==> src/ssb_pkg.sv <==
// ----------------------------------------------------------------------------
// ssb_pkg
// Shared word types and register indexes for the scaled sprite blitter.
// ----------------------------------------------------------------------------
package ssb_pkg;

  // Input word: load one texel or draw one destination pixel.
  typedef struct packed {
    logic        mode;
    logic [8:0]  pos_x;
    logic [8:0]  pos_y;
    logic [15:0] texel;
  } in_word_t;

  // Result word: one pixel write.
  typedef struct packed {
    logic [8:0]  out_x;
    logic [8:0]  out_y;
    logic [15:0] out_color;
  } out_word_t;

  localparam logic MODE_LOAD = 1'b0;
  localparam logic MODE_DRAW = 1'b1;

  localparam int CFG_IDX_W = 3;
  localparam int CFG_DATA_W = 16;

  localparam logic [CFG_IDX_W-1:0] REG_SRC_W   = 3'd0;
  localparam logic [CFG_IDX_W-1:0] REG_SRC_H   = 3'd1;
  localparam logic [CFG_IDX_W-1:0] REG_DST_W   = 3'd2;
  localparam logic [CFG_IDX_W-1:0] REG_DST_H   = 3'd3;
  localparam logic [CFG_IDX_W-1:0] REG_ORG_X   = 3'd4;
  localparam logic [CFG_IDX_W-1:0] REG_ORG_Y   = 3'd5;
  localparam logic [CFG_IDX_W-1:0] REG_KEY     = 3'd6;

  // Width of the scaled numerator src * pos (8 x 9 bits).
  localparam int NUM_W = 17;

endpackage

==> src/ssb_div.sv <==
// ----------------------------------------------------------------------------
// ssb_div
// Pipelined restoring divider for both axes, one quotient bit per stage.
// ----------------------------------------------------------------------------
module ssb_div #(
  parameter int TAG_W = 8
) (
  input  logic                     clk,
  input  logic                     rst_n,
  input  logic                     en,
  input  logic                     in_vld,
  input  logic [ssb_pkg::NUM_W-1:0] num_a,
  input  logic [9:0]               den_a,
  input  logic [ssb_pkg::NUM_W-1:0] num_b,
  input  logic [9:0]               den_b,
  input  logic [TAG_W-1:0]         in_tag,
  output logic                     out_vld,
  output logic [ssb_pkg::NUM_W-1:0] quo_a,
  output logic [ssb_pkg::NUM_W-1:0] quo_b,
  output logic [TAG_W-1:0]         out_tag
);

  localparam int N = ssb_pkg::NUM_W;
  localparam int RW = 11;

  // Per-stage state: remaining dividend bits shift into the partial remainder.
  logic              vld_r [N+1];
  logic [N-1:0]      qa_r [N+1];
  logic [N-1:0]      qb_r [N+1];
  logic [RW-1:0]     ra_r [N+1];
  logic [RW-1:0]     rb_r [N+1];
  logic [9:0]        da_r [N+1];
  logic [9:0]        db_r [N+1];
  logic [TAG_W-1:0]  tag_r [N+1];

  // Stage zero takes the operands.
  always_ff @(posedge clk) begin
    if (!rst_n) begin
      vld_r[0] <= 1'b0;
    end else if (en) begin
      vld_r[0] <= in_vld;
    end
  end

  always_ff @(posedge clk) begin
    if (en) begin
      qa_r[0]  <= num_a;
      qb_r[0]  <= num_b;
      ra_r[0]  <= '0;
      rb_r[0]  <= '0;
      da_r[0]  <= den_a;
      db_r[0]  <= den_b;
      tag_r[0] <= in_tag;
    end
  end

  // One subtract-and-compare per stage for each axis.
  for (genvar s = 0; s < N; s++) begin : g_stage
    logic [RW-1:0] ta, tb;
    logic          ga, gb;
    assign ta = {ra_r[s][RW-2:0], qa_r[s][N-1]};
    assign tb = {rb_r[s][RW-2:0], qb_r[s][N-1]};
    assign ga = ta >= {1'b0, da_r[s]};
    assign gb = tb >= {1'b0, db_r[s]};

    always_ff @(posedge clk) begin
      if (!rst_n) begin
        vld_r[s+1] <= 1'b0;
      end else if (en) begin
        vld_r[s+1] <= vld_r[s];
      end
    end

    always_ff @(posedge clk) begin
      if (en) begin
        ra_r[s+1]  <= ga ? ta - {1'b0, da_r[s]} : ta;
        rb_r[s+1]  <= gb ? tb - {1'b0, db_r[s]} : tb;
        qa_r[s+1]  <= {qa_r[s][N-2:0], ga};
        qb_r[s+1]  <= {qb_r[s][N-2:0], gb};
        da_r[s+1]  <= da_r[s];
        db_r[s+1]  <= db_r[s];
        tag_r[s+1] <= tag_r[s];
      end
    end
  end

  assign out_vld = vld_r[N];
  assign quo_a   = qa_r[N];
  assign quo_b   = qb_r[N];
  assign out_tag = tag_r[N];

endmodule

==> config.mk <==
export PLATFORM = sky130hd
export DESIGN_NAME = ssb_div
export DESIGN_NICKNAME = d
export VERILOG_FILES = /design/src/ssb_pkg.sv /design/src/ssb_div.sv
export SDC_FILE = /design/constraint.sdc
export NUM_CORES = 2
export LEC_CHECK = 0
export ABC_AREA = 1
export BUFFER_PORTS_ARGS = -buffer_cell sky130_fd_sc_hd__buf_2
export CORE_ASPECT_RATIO = 0.7
export CORE_MARGIN = 2
export CORE_UTILIZATION = 65
export CTS_BUF_LIST = sky130_fd_sc_hd__clkbuf_4
export DETAILED_ROUTE_END_ITERATION = 16
export MAX_ROUTING_LAYER = met4
export PLACE_DENSITY = 0.79
export SYNTH_ARGS = -nofsm -noshare
export SYNTH_HDL_FRONTEND = slang
export SYNTH_SLANG_ARGS = --single-unit
==> constraint.sdc <==
create_clock -name clk -period 5.65 [get_ports clk]
set_clock_uncertainty 0.2 [all_clocks]
set_input_delay 0.2825 -clock clk [delete_from_list [all_inputs] [get_ports clk]]
set_output_delay 0.2825 -clock clk [all_outputs]
set_load 0.05 [all_outputs]
### Word-level counts from Yosys, hierarchy flattened

Memories as Yosys holds them, arrays and structs flattened.
Index checks and enable logic that the tools add are counted.

| word-level totals | value |
|---|---|
| register bits | 0 |
| bits in writable memories | 1530 |
| logic and storage cells | 151 |
| memories kept | 8 |

Memory list:

| memory | depth | bits a word | read ports | clocked after memory_dff | write ports | line | RTL |
|---|---|---|---|---|---|---|---|
| qa_r | 18 | 17 | 18 | 0 | 18 | ssb_div.sv:28 | `logic [N-1:0] qa_r [N+1];` |
| qb_r | 18 | 17 | 18 | 0 | 18 | ssb_div.sv:29 | `logic [N-1:0] qb_r [N+1];` |
| ra_r | 18 | 11 | 17 | 0 | 18 | ssb_div.sv:30 | `logic [RW-1:0] ra_r [N+1];` |
| rb_r | 18 | 11 | 17 | 0 | 18 | ssb_div.sv:31 | `logic [RW-1:0] rb_r [N+1];` |
| da_r | 18 | 10 | 17 | 0 | 18 | ssb_div.sv:32 | `logic [9:0] da_r [N+1];` |
| db_r | 18 | 10 | 17 | 0 | 18 | ssb_div.sv:33 | `logic [9:0] db_r [N+1];` |
| +2 memories | -- | -- | -- | -- | -- | -- |  |

| operators by class | value |
|---|---|
| add/subtract/negate cells | 34 |
| magnitude comparators | 34 |
| bitwise gates (word level) | 18 |
| muxes and demuxes | 57 |

Operator list:

| operator | count |
|---|---|
| >= comparator 11 x 10 -> 1 bit | 34 |
| two-way mux 11 bit | 34 |
| subtractor 11 x 10 -> 11 bit | 34 |
| two-way mux 1 bit | 23 |
| OR 1 bit | 18 |

### Depth between registers and ports, before layout

| logic depth | value |
|---|---|
| word-level depth | 4 |
| mapped depth | 12 |
| gate-level depth less buffers | 12 |

### Worst setup path before layout

Ideal clock, no wire load.

| timing path | value |
|---|---|
| kind | flip-flop to flip-flop |
| start point | memory ra_r[9][1] |
| end point | memory ra_r[10][9], data pin |
| clock period less this slack | 2.048 ns |
| path buffers | 2 |
| slack | 3.602 ns |
| library setup time | 0.252 ns |
| arrival | 1.596 ns |
| cell stages (with the launch flop) | 12 |
| cell sequence | edfxtp_1 -> ha_1 -> buf_4 -> a21oi_2 -> nand2_1 -> nand2_1 -> nand2_1 -> nand2_4 -> nand2_4 -> buf_12 -> nand3_4 -> nand2_2 |

RTL lines:

| element | line |
|---|---|
| start: declaration | ssb_div.sv:30 |

==> run_results.csv <==
group,metric,value,unit
run_status,status,"finished clean",
global_route,grt_pass1_vias,40079,
worst_hold_path,min_path_type,"primary input to register",
drt,ant_nets,0,
global_route,grt_pass1_wl,206000,um
timing,setup_tns,0,ns
power_and_ir_drop,ir_drop,0.295,mV
drt,drt-pass1-iter-count,6,
cts,cts-htree-levels,5,
timing,slew_viol_final,0,
drt,drc,0,
setup_path,worstPathArrival,3.22,ns
setup_path,required,6.39,ns
timing,finalCritPeriodShare,43.9,%
timing,setup_violations,0,
final_layout,fill_cells,6894,
job,max_cap_viol_count,0,
floorplan,start_util,65.4,%
final_layout,final_util,73.4,%
floorplan,row_count,97,
final_layout,syn_to_final_growth,12.1,%
power_and_ir_drop,p_leak,32.8,nW
setup_path,cp-start-kind,"register",
place,portBuffers,108,
cts,cts-buffers-inserted,344,
final_layout,multi_input_area,18400,sq um
final_layout,seqCellArea,43100,sq um
power_and_ir_drop,cellPowerDensity,450,nW/um^2
global_route,gr-total-overflow,0,
cts,cts_root_buffer,"clkbuf_4",
drt,vias_per_cell,5.23,
global_route,grt_max_degree,179,
cts,clk_pin_slew,0.07,ns
timing,whs,0.126,ns
synth,syn_nets,6201,
synth,syn_area,65400,sq um
timing,period_needed,2.48,ns
cts,clock_sinks,1434,
timing,worst_pin_slew,1.03,ns
floorplan,core,99900,sq um
floorplan,die_w,383,um
place,detailed_place_hpwl,84400,um
synth,synthCells,5781,
timing,maxSlewHeadroom,31.4,%
drt,vias,41542,
setup_path,crit_type,"register to register",
global_route,antenna_found_initial,3,
timing,hold_viol_final,0,
cts,post_cts_resized,0,
setup_path,r2r_slack,3.17,ns
setup_path,cp-end-kind,"register",
place,dpl_worst_slack,3.18,ns
timing,rsz0062_at_grt,"false",
cts,clock_latency,1.23,ns
drt,drt_iter0_drc,3918,
global_route,grt_usage,25.8,%
cts,cts_tree,"done",
place,place_congestion,0.934,
synth,ys_ff_latch,1434,
floorplan,die_h,269,um
floorplan,dieArea,103000,sq um
cts,clockBufferDepth,4,
timing,layout_setup_ws,3.17,ns
cts,cts_setup_buffers,0,
synth,seq_area_frac_synth,65.9,%
synth,synth_cell_types,35,
drt,drt_wl_total,127000,um
synth,synth_warnings,0,
timing,fmax,0.403,GHz
synth,syn_avg_cell_area,11.3,sq um
floorplan,ios,109,
drt,wl_per_cell,16.0,um
final_layout,drive_gt1_share,12.1,%
final_layout,num-nets-final,6801,
setup_path,crit_fanout,13,
==> sequential cells by signal (all words and copies together) (netlist names) <==
register and count:
da_r 170, qa_r 306, ra_r 160, tag_r 144, vld_r 18, qb_r 306, rb_r 160, db_r 170
==> final timing paths <==
path              cells past startpoint         from          end
setup reg to reg                      8   ra_r[6][1]   ra_r[7][0]
hold / removal                        3     den_b[7]   db_r[0][7]
hold reg to reg                       0  qa_r[2][12]  qa_r[3][13]
setup / recovery                      8   ra_r[6][1]   ra_r[7][0]
==> logic make-up after synthesis <==
| logic type | synth area share, % |
|---|---|
| and+or+nand+nor | 17.8 |
| DFF | 65.9 |
| buffers and inverters | 6.01 |
| adders and majority gates | 7.12 |
| AOI/OAI and AO/OA | 1.94 |
| xor gates and xnor gates | 1.25 |
==> worst max-delay path: stages, from the launching register on <==
cell and delay (ns):
edfxtp_1 0.44, ha_1 0.41, a21oi_1 0.19, nand2_1 0.12
nand2_1 0.10, nand2_1 0.07, nand2_1 0.08, nand2_2 0.20
o21ai_0 0.41
==> Yosys cell counts, drive strengths merged <==
cell type / n / area [sq um]
clkbuf: 1 / 3.75
dfxtp: 1 / 20.0
nand3b: 17 / 128
nor3b: 1 / 7.51
a21oi: 162 / 837
a21o: 12 / 90.1
edfxtp: 1433 / 43000
nor2: 281 / 1070
ha: 324 / 4050
or2: 35 / 219
nand3: 503 / 2770
xor2: 93 / 815
nor3: 25 / 125
and2: 25 / 174
fa: 30 / 601
nand4: 43 / 269
nand2: 1775 / 6880
o2111ai: 1 / 8.76
inv: 913 / 3430
buf: 49 / 498
o21bai: 18 / 135
o21ai: 38 / 190
a31oi: 1 / 6.26
==> where the power goes <==
group | switching, mW | internal, mW | total, mW
registers | 0.938 | 13.9 | 14.8
clock network | 3.90 | 4.21 | 8.10
logic | 6.51 | 3.51 | 10.0
==> cells in the final DEF, fill, tap and decap left out, drive strengths merged <==
| cell type | synthesis | routed |
|---|---|---|
| and2 | 25 | 25 |
| dlygate4sd3 | 0 | 180 |
| xor2 | 93 | 93 |
| nor3b | 1 | 1 |
| dfxtp | 1 | 1 |
| o21bai | 18 | 18 |
| nand3 | 503 | 503 |
| a31oi | 1 | 1 |
| clkbuf | 1 | 492 |
| or2 | 35 | 35 |
| fa | 30 | 30 |
| clkinvlp | 0 | 1 |
| clkinv | 0 | 68 |
| a21oi | 162 | 162 |
| nand2 | 1775 | 1775 |
| diode | 0 | 8 |
| bufinv | 0 | 5 |
| inv | 913 | 915 |
| edfxtp | 1433 | 1433 |
| o2111ai | 1 | 1 |
| ha | 324 | 324 |
| a21o | 12 | 12 |
| nor3 | 25 | 25 |
| nand4 | 43 | 43 |
| nand3b | 17 | 17 |
| buf | 49 | 124 |
| o21ai | 38 | 38 |
| nor2 | 281 | 281 |
==> what timing repair did <==
action | 4_1_cts | 5_1_grt
endpoints found under the setup margin | 0 | 0
hold buffers | 181 | 0
endpoints found under the hold margin | 1364 | 0
==> cell type report <==
| class | instances | share of cell area (%) |
|---|---|---|
| sequential | 1434 | 58.7 |
| multi-input combinational | 3384 | 25.1 |
| clock buffer | 492 | 5.04 |
| inverter | 913 | 4.68 |
| timing repair buffer | 304 | 3.54 |
| tap | 1336 | 2.28 |
| clock inverter | 76 | 0.596 |
| antenna | 8 | 0.0273 |
==> through the flow <==
stage                     cell area (sq um)  power [mW]  cells
after floorplan                       65400        22.4   5781
after global placement                67300        24.5   7190
after detailed placement              67300        24.8   7190
after CTS                             73300        33.0   7939
after global routing                  73300        35.3   7946
final                                 73300        33.0   7947
==> layer usage <==
metal  up-vias  global-route usage (%)  share of wire [%]
met5         -                       -                  0
met4         0                    7.35                1.7
met3       206                    5.00                6.7
met2      1307                    36.8                 44
met1     19357                    38.3                 48
li1      20672                       -                  -
Power figures use the tool's default switching activity.
